$ cat config.mk
export PLATFORM = sky130hd
export DESIGN_NAME = cfc_ctrl
export DESIGN_NICKNAME = d
export VERILOG_FILES = /design/src/hw/rtl/cfc_pkg.sv /design/src/hw/rtl/cfc_ctrl.sv
export SDC_FILE = /design/constraint.sdc
export NUM_CORES = 1
export LEC_CHECK = 0
export CORE_ASPECT_RATIO = 1.1
export CORE_MARGIN = 2
export CORE_UTILIZATION = 30
export DETAILED_ROUTE_END_ITERATION = 8
export DONT_BUFFER_PORTS = 1
export GPL_ROUTABILITY_DRIVEN = 0
export GPL_TIMING_DRIVEN = 0
export PLACE_DENSITY = 0.49
export RECOVER_POWER = 100
export SKIP_LAST_GASP = 1
export SYNTH_ARGS = -nofsm -noshare
export SYNTH_HDL_FRONTEND = slang
export SYNTH_SLANG_ARGS = --single-unit
$ cat constraint.sdc
create_clock -name clk_i -period 4.8 [get_ports clk_i]
set_input_delay 0.96 -clock clk_i [delete_from_list [all_inputs] [get_ports clk_i]]
set_output_delay 0.96 -clock clk_i [all_outputs]
set_load 0.005 [all_outputs]
$ cat src/hw/rtl/cfc_pkg.sv
// shared types and constants of the cell frequency colorizer
package cfc_pkg;

  typedef enum logic [1:0] {
    OP_PUT    = 2'd0,
    OP_RENDER = 2'd1,
    OP_FLUSH  = 2'd2,
    OP_LOAD   = 2'd3
  } op_e;

  localparam logic [2:0] CFG_DECAY      = 3'd0;
  localparam logic [2:0] CFG_RED_ROW    = 3'd1;
  localparam logic [2:0] CFG_GREEN_ROW  = 3'd2;
  localparam logic [2:0] CFG_BLUE_ROW   = 3'd3;
  localparam logic [2:0] CFG_FLUSH_THR  = 3'd4;

  localparam logic [15:0] DECAY_RST     = 16'd62259;
  localparam logic [47:0] RED_ROW_RST   = 48'd4096;
  localparam logic [47:0] GREEN_ROW_RST = 48'd268435456;
  localparam logic [47:0] BLUE_ROW_RST  = 48'd17592186044416;
  localparam logic [30:0] FLUSH_THR_RST = 31'd1;

  localparam int unsigned ST_W   = 32;          // resonator width, Q24.8
  localparam int unsigned MUL_W  = 34;          // shared multiplier operand width
  localparam int unsigned PROD_W = 2 * MUL_W;
  localparam int unsigned RND_W  = 36;          // rounded state product
  localparam int unsigned ACC_W  = 51;          // matrix accumulator
  localparam int unsigned CH_W   = ACC_W - 12;  // channel, Q31.8
  localparam int unsigned DIV_W  = CH_W + 10;
  localparam int unsigned CNT_W  = 6;
  localparam int unsigned INTEN_GAIN_MAX = 65280;  // 255.0 in Q31.8

  typedef struct packed {
    op_e         operation;
    logic [11:0] cell_index;
    logic [7:0]  cell_value;
    logic [7:0]  gain_index;
    logic [15:0] gain_value;
  } req_t;

  typedef struct packed {
    logic [11:0] pixel_index;
    logic [7:0]  red;
    logic [7:0]  green;
    logic [7:0]  blue;
  } rsp_t;

  typedef struct packed {
    logic             clr_wr;
    logic             item_ld;
    logic             gain_wr;
    logic             mem_rd;
    logic             put_step;
    logic             wb;
    logic             flush_wr;
    logic             sq_step;
    logic             sqrt_step;
    logic             mat_step;
    logic             ch_ld;
    logic             inten_ld;
    logic             gain_rd;
    logic             gmul_step;
    logic             div_step;
    logic             res_clr;
    logic             res_ld;
    logic [CNT_W-1:0] cnt;
    logic [1:0]       sel;
  } cmd_t;

  typedef struct packed {
    logic clr_last;
    op_e  in_op;
    logic in_cell_ok;
    logic inten_le0;
    logic inten_small;
    logic out_free;
  } status_t;

  function automatic logic signed [15:0] row_weight(logic [47:0] row, logic [1:0] slot);
    logic signed [15:0] w;
    unique case (slot)
      2'd0:    w = row[15:0];
      2'd1:    w = row[31:16];
      default: w = row[47:32];
    endcase
    return w;
  endfunction

endpackage

$ cat src/hw/rtl/cfc_ctrl.sv
// sequencer of the colorizer: steps the datapath through each request
module cfc_ctrl import cfc_pkg::*; (
  input  logic    clk_i,
  input  logic    rst_ni,
  input  logic    in_valid_i,
  output logic    in_ready_o,
  input  status_t status_i,
  output cmd_t    cmd_o
);

  typedef enum logic [13:0] {
    S_CLEAR    = 14'b00000000000001,
    S_IDLE     = 14'b00000000000010,
    S_PUT      = 14'b00000000000100,
    S_WB       = 14'b00000000001000,
    S_FLUSH    = 14'b00000000010000,
    S_SQ       = 14'b00000000100000,
    S_SQRT     = 14'b00000001000000,
    S_MAT      = 14'b00000010000000,
    S_CHLD     = 14'b00000100000000,
    S_DECIDE   = 14'b00001000000000,
    S_GAIN_RD  = 14'b00010000000000,
    S_GAIN_MUL = 14'b00100000000000,
    S_DIV      = 14'b01000000000000,
    S_OUT      = 14'b10000000000000
  } state_e;

  localparam logic [CNT_W-1:0] PUT_LAST  = CNT_W'(4);
  localparam logic [CNT_W-1:0] SQ_LAST   = CNT_W'(2);
  localparam logic [CNT_W-1:0] SQRT_LAST = CNT_W'(32);
  localparam logic [CNT_W-1:0] MAT_LAST  = CNT_W'(9);
  localparam logic [CNT_W-1:0] GMUL_LAST = CNT_W'(1);
  localparam logic [CNT_W-1:0] DIV_LAST  = CNT_W'(10);
  localparam logic [1:0]       CH_LAST   = 2'd2;

  state_e           state_q, state_d;
  logic [CNT_W-1:0] cnt_q, cnt_d;
  logic [1:0]       sel_q, sel_d;

  always_comb begin
    state_d    = state_q;
    cnt_d      = cnt_q;
    sel_d      = sel_q;
    cmd_o      = '0;
    cmd_o.cnt  = cnt_q;
    cmd_o.sel  = sel_q;
    in_ready_o = 1'b0;
    unique case (state_q)
      S_CLEAR: begin
        cmd_o.clr_wr = 1'b1;
        if (status_i.clr_last) state_d = S_IDLE;
      end
      S_IDLE: begin
        in_ready_o = 1'b1;
        cnt_d      = '0;
        sel_d      = '0;
        if (in_valid_i) begin
          cmd_o.item_ld = 1'b1;
          unique case (status_i.in_op)
            OP_LOAD: cmd_o.gain_wr = 1'b1;
            OP_PUT: begin
              if (status_i.in_cell_ok) begin
                cmd_o.mem_rd = 1'b1;
                state_d      = S_PUT;
              end
            end
            OP_FLUSH: begin
              if (status_i.in_cell_ok) begin
                cmd_o.mem_rd = 1'b1;
                state_d      = S_FLUSH;
              end
            end
            OP_RENDER: begin
              cmd_o.res_clr = 1'b1;
              if (status_i.in_cell_ok) begin
                cmd_o.mem_rd = 1'b1;
                state_d      = S_SQ;
              end else begin
                state_d = S_OUT;
              end
            end
          endcase
        end
      end
      S_PUT: begin
        cmd_o.put_step = 1'b1;
        cnt_d          = cnt_q + 1'b1;
        if (cnt_q == PUT_LAST) begin
          cnt_d   = '0;
          state_d = S_WB;
        end
      end
      S_WB: begin
        cmd_o.wb = 1'b1;
        state_d  = S_IDLE;
      end
      S_FLUSH: begin
        cmd_o.flush_wr = 1'b1;
        state_d        = S_IDLE;
      end
      S_SQ: begin
        cmd_o.sq_step = 1'b1;
        cnt_d         = cnt_q + 1'b1;
        if (cnt_q == SQ_LAST) begin
          cnt_d   = '0;
          state_d = S_SQRT;
        end
      end
      S_SQRT: begin
        cmd_o.sqrt_step = 1'b1;
        cnt_d           = cnt_q + 1'b1;
        if (cnt_q == SQRT_LAST) begin
          cnt_d   = '0;
          state_d = S_MAT;
        end
      end
      S_MAT: begin
        cmd_o.mat_step = 1'b1;
        cnt_d          = cnt_q + 1'b1;
        if (cnt_q == MAT_LAST) begin
          cnt_d   = '0;
          state_d = S_CHLD;
        end
      end
      S_CHLD: begin
        cmd_o.ch_ld = 1'b1;
        state_d     = S_DECIDE;
      end
      S_DECIDE: begin
        cmd_o.inten_ld = 1'b1;
        priority if (status_i.inten_le0)   state_d = S_OUT;
        else if (status_i.inten_small)     state_d = S_GAIN_RD;
        else                               state_d = S_DIV;
      end
      S_GAIN_RD: begin
        cmd_o.gain_rd = 1'b1;
        state_d       = S_GAIN_MUL;
      end
      S_GAIN_MUL: begin
        cmd_o.gmul_step = 1'b1;
        cnt_d           = cnt_q + 1'b1;
        if (cnt_q == GMUL_LAST) begin
          cnt_d = '0;
          if (sel_q == CH_LAST) state_d = S_OUT;
          else sel_d = sel_q + 1'b1;
        end
      end
      S_DIV: begin
        cmd_o.div_step = 1'b1;
        cnt_d          = cnt_q + 1'b1;
        if (cnt_q == DIV_LAST) begin
          cnt_d = '0;
          if (sel_q == CH_LAST) state_d = S_OUT;
          else sel_d = sel_q + 1'b1;
        end
      end
      S_OUT: begin
        if (status_i.out_free) begin
          cmd_o.res_ld = 1'b1;
          state_d      = S_IDLE;
        end
      end
      default: state_d = S_IDLE;
    endcase
  end

  always_ff @(posedge clk_i or negedge rst_ni) begin
    if (!rst_ni) begin
      state_q <= S_CLEAR;
      cnt_q   <= '0;
      sel_q   <= '0;
    end else begin
      state_q <= state_d;
      cnt_q   <= cnt_d;
      sel_q   <= sel_d;
    end
  end

endmodule

After elaboration in Yosys (flattened, before gate mapping)
Cells that the tools add are included.
- $add $sub $neg: 2
- multiply operators: 0
- div/mod/pow operators: 0
- order comparisons: 0
- eq/ne operators: 36
- shift operators: 0
- multiplexer cells: 51
- bitwise logic cells: 0
- reduce and logical (&&, ||, !) cells: 6
- operators by type and width (cell ; count):
    14-bit two-way mux ; 14
    14-bit one-hot mux with 12 select lines ; 1
    14-bit one-hot mux with 3 select lines ; 1
    6-bit one-hot mux with 7 select lines ; 1
    6-bit two-way mux ; 6
    1-bit two-way mux ; 21
    2-bit inequality test (second input constant) ; 9
    14-bit by 1-bit == test with 1-bit output (second input constant) ; 1
    14-bit by 10-bit == test with 1-bit output (second input constant) ; 1
    14-bit by 11-bit == test with 1-bit output (second input constant) ; 1
    14-bit by 12-bit == test with 1-bit output (second input constant) ; 1
    14-bit by 13-bit == test with 1-bit output (second input constant) ; 1
    14-bit == test (second input constant) ; 1
    14-bit by 2-bit == test with 1-bit output (second input constant) ; 1
    14-bit by 3-bit == test with 1-bit output (second input constant) ; 1
    14-bit by 4-bit == test with 1-bit output (second input constant) ; 1
    14-bit by 5-bit == test with 1-bit output (second input constant) ; 1
    14-bit by 6-bit == test with 1-bit output (second input constant) ; 1
    14-bit by 7-bit == test with 1-bit output (second input constant) ; 1
    14-bit by 8-bit == test with 1-bit output (second input constant) ; 1
    14-bit by 9-bit == test with 1-bit output (second input constant) ; 1
    13-bit two-way mux ; 1
    6-bit by 4-bit == test with 1-bit output (second input constant) ; 2
    12-bit AND reduction ; 1
    other kinds (18) ; 24
- bits in registers: 22
- bits in latches: 0
- RAM bits: 0
- bits in read-only memories: 0
- bits of input ports: 10
- logic and storage cells: 98
- memories kept: 0

Longest topological paths before layout
- word-level depth: 5
- gate-level depth with buffers: 9

Worst setup path before layout
OpenSTA, ideal clock, no wires.
- path kind: reg2out
- start point: reg state_q[5]
- end point: out cmd_o[21] in the netlist's numbering
- arrival time: 1.865 ns
- path slack: 1.975 ns
- stages on the path, launching flop included: 7
- path buffers: 1
- cell sequence: dfrtp_1 buf_2 nor4_4 nand4_1 nor3b_2 and2_1 and3b_1
- RTL lines (item ; line ; text):
    start, declared ; cfc_ctrl.sv:36 ; state_e state_q, state_d;
    start signal, assigned ; cfc_ctrl.sv:173 ; state_q <= state_d;
    end, declared ; cfc_ctrl.sv:8 ; output cmd_t cmd_o

==> results.cfg <==
[status]
status = finished, final reports clean

[worst_setup_path]
critPathBufInv = 1
path_delay_family = simple AND/OR/NAND/NOR gates
cp_max_fo = 10
start_kind = flip-flop
worstPathArrival_ns = 3.00
worst_ep_required_time_ns = 3.84
cp_cell_sequence = clkbuf_1 -> nor4_1 -> nand4_1 -> nor3b_2 -> and2_0 -> and3b_1
slowest_delay_ns = 0.79
critPathSlowestCell = nor4_1
critPathKind = reg -> out
endpoint_kind = output port

[global_routing]
grt_start_max_net_pins = 23
grt_pass1_vias = 1320
antenna_found_initial = 0
track_usage_pct = 14.1
gr-total-overflow = 0
grt_pass1_wl_um = 6560

[floorplanning]
io-pin-count = 36
start_util_pct = 31.0
die_w_um = 75.2
die_area_mm2 = 0.00619
rows = 28
dieHeight_um = 82.4
core_area_mm2 = 0.00540

[power]
sw_frac_of_total_pct = 43.4
p_leak_uw = 0.000816
pwr-share-seq_pct = 28.7
power_density_mw_per_mm2 = 459
combPwrFrac_pct = 48.6
p_clk_share_pct = 22.6
internal-power_uw = 462
switchingPower_uw = 354
ir_drop_v = 0.000185

[sta]
tightest_slew_ns = 0.853
finalSetupTns_ns = 0
fin_crit_sh_pct = 82.4
slew-limit-headroom_pct = 42.6
fin_crit_ns = 3.96
skew_ns = 0.0101
max_freq_ghz = 0.253
hold_viol = 0
setup_viol = 0
drv_slew = 0
rsz0062_at_grt = no
worst_slack_ns = 0.843

[clock_tree]
postCtsHoldBufs = 0
cts_setup_buffers = 0
cts-root-buf = clkbuf_8
cts.clk_slew.worst_paths_ns = 0.10
cts_sinks = 22
cts_max_level = 1
cts_tree = built
numCtsBuffers = 3
insertion_delay_ns = 0.28
post_cts_resized = 0
clockBufferDepth = 2

[placed_design]
hpwlAfterDp_um = 3040
port_buffers = 0
pre_cts_ws_ns = 1.59

[yosys]
synthesis.area_mm2 = 0.00167
synth_cells = 185
synth_nets = 206
synth_top_area_share_pct = 31.4
ys_ff_latch = 22
yosysWarningCount = 0
ys_types = 49
avgSynthCellArea_um2 = 9.05
synth_area_leaders = dfrtp_1 (31%), ha_1 (8.2%), nor2_1 (4.0%)
synth_flop_cell = dfrtp_1
postSynth.asyncResetShare_pct = 100
synth_edf_count = 0
yosysSeqAreaShare_pct = 33.0
synth_top_area_cell = dfrtp_1

[drt]
vias_per_cell = 5.09
top_layer_used = met4
avgRoutedWirePerCell_um = 15.3
firstDrtPassIters = 4
m1WireLength_um = 1890
drt-total-wl_um = 4050
vias = 1344
drt_iter0_markers = 73
drc = 0
wl_met2_um = 1930
wl_met3_um = 153
drtAntennaViolNets = 0

[cells_and_area]
drive_gt1_share_pct = 9.52
diodes = 0
final_common_cell = dfrtp_1
fin_nets = 211
fill_cells = 585
mostFrequentLayoutCells = dfrtp_1 (21), nor2_1 (18), nand2_1 (16)
area_growth_pct = 6.05

[min_path]
hold_path.class = in -> async

[job]
drv_cap = 0
-- worst reg2reg max path: stages, from the launching register on --
cell and delay [ns]:
dfrtp_1 0.37, clkbuf_1 0.19, nor4_1 0.79, nand4_1 0.35
a31o_1 0.31, o2111ai_1 0.32, or3_1 0.24, clkbuf_1 0.39
o21ai_0 0.17
-- state kept, by name, indices dropped and copies added (netlist names) --
register and count:
cnt_q 6, sel_q 2, state_q 14
-- cell usage after synthesis (2+ instances only) --
cell / count
dfrtp_1: 21
nor2_1: 18
nand2_1: 16
inv_1: 15
ha_1: 11
nand3_1: 8
nor2b_1: 6
nor4b_1: 6
a21oi_1: 5
o21ai_1: 5
a21o_1: 4
a22o_1: 4
and3_1: 4
nand4_1: 4
nor3_1: 4
o21ai_0: 4
nand2b_1: 3
nor3_2: 3
nor3b_1: 3
nor4_1: 3
xor2_1: 3
and2_1: 2
and4_1: 2
buf_6: 2
nor3b_2: 2
nor4_4: 2
o22ai_1: 2
or2_2: 2
-- logic make-up (layout without fill, tap and decap cells) --
| kind of cell | Yosys count | after routing | synth area share (%) |
|---|---|---|---|
| simple gates | 95 | 95 | 35.4 |
| mux | 1 | 1 | 0.897 |
| flops | 22 | 22 | 33.0 |
| xor+xnor | 4 | 4 | 2.09 |
| compound gates | 32 | 32 | 14.6 |
| buf+inv | 20 | 24 | 5.75 |
| fa+ha+maj | 11 | 11 | 8.22 |
-- cell type report --
class / instances / area [um^2] / share of cell area, %
multi-input cells: 143 / 975 / 54.9
flip-flops and latches: 22 / 552 / 31.1
clock buffers: 3 / 41.3 / 2.33
clock inverters: 1 / 30.0 / 1.69
well taps: 75 / 93.8 / 5.29
inverters: 15 / 56.3 / 3.17
plain buffers: 5 / 27.5 / 1.55
-- layer usage --
metal,track usage (%),vias up
li1,-,665
met1,18.4,641
met2,22.4,32
met3,2.18,6
met4,7.19,0
met5,0,-
-- per-stage QoR --
step                      std cells  hold slack [ns]  util, %  power [uW]  area, um^2
after floorplan                 185            0.482        -         608        1670
after global placement          260            0.530     32.8         711        1770
after detailed placement        260            0.536     32.8         709        1770
after CTS                       264            0.357     34.1         894        1840
after global routing            264            0.346     32.9         886        1780
final                           264            0.361     32.9         816        1780
-- worst paths after layout --
check                                        from                      to  slack [ns]  cells past startpoint
setup / recovery           state_q[5]$_DFFE_PN0P_               cmd_o[21]        0.84                      6
hold / removal                             rst_ni    cnt_q[5]$_DFFE_PN0P_        0.36                      0
setup reg to reg           state_q[5]$_DFFE_PN0P_  state_q[2]$_DFFE_PN0P_        1.53                      8
hold reg to reg              sel_q[0]$_DFFE_PN0P_    sel_q[0]$_DFFE_PN0P_        0.54                      2
max in group asynchronous                  rst_ni  state_q[0]$_DFFE_PN1P_        4.26                      0
min in group clk_i           sel_q[0]$_DFFE_PN0P_    sel_q[0]$_DFFE_PN0P_        0.54                      2
-- power by group through the flow --
stage | logic, uW | registers (uW) | clock network (uW)
after floorplan | 376 | 233 | 0
after global placement | 472 | 239 | 0
after detailed placement | 471 | 239 | 0
after CTS | 473 | 235 | 187
after global routing | 453 | 238 | 195
final | 397 | 234 | 185
Note: power is estimated with default switching activity, not from simulation.
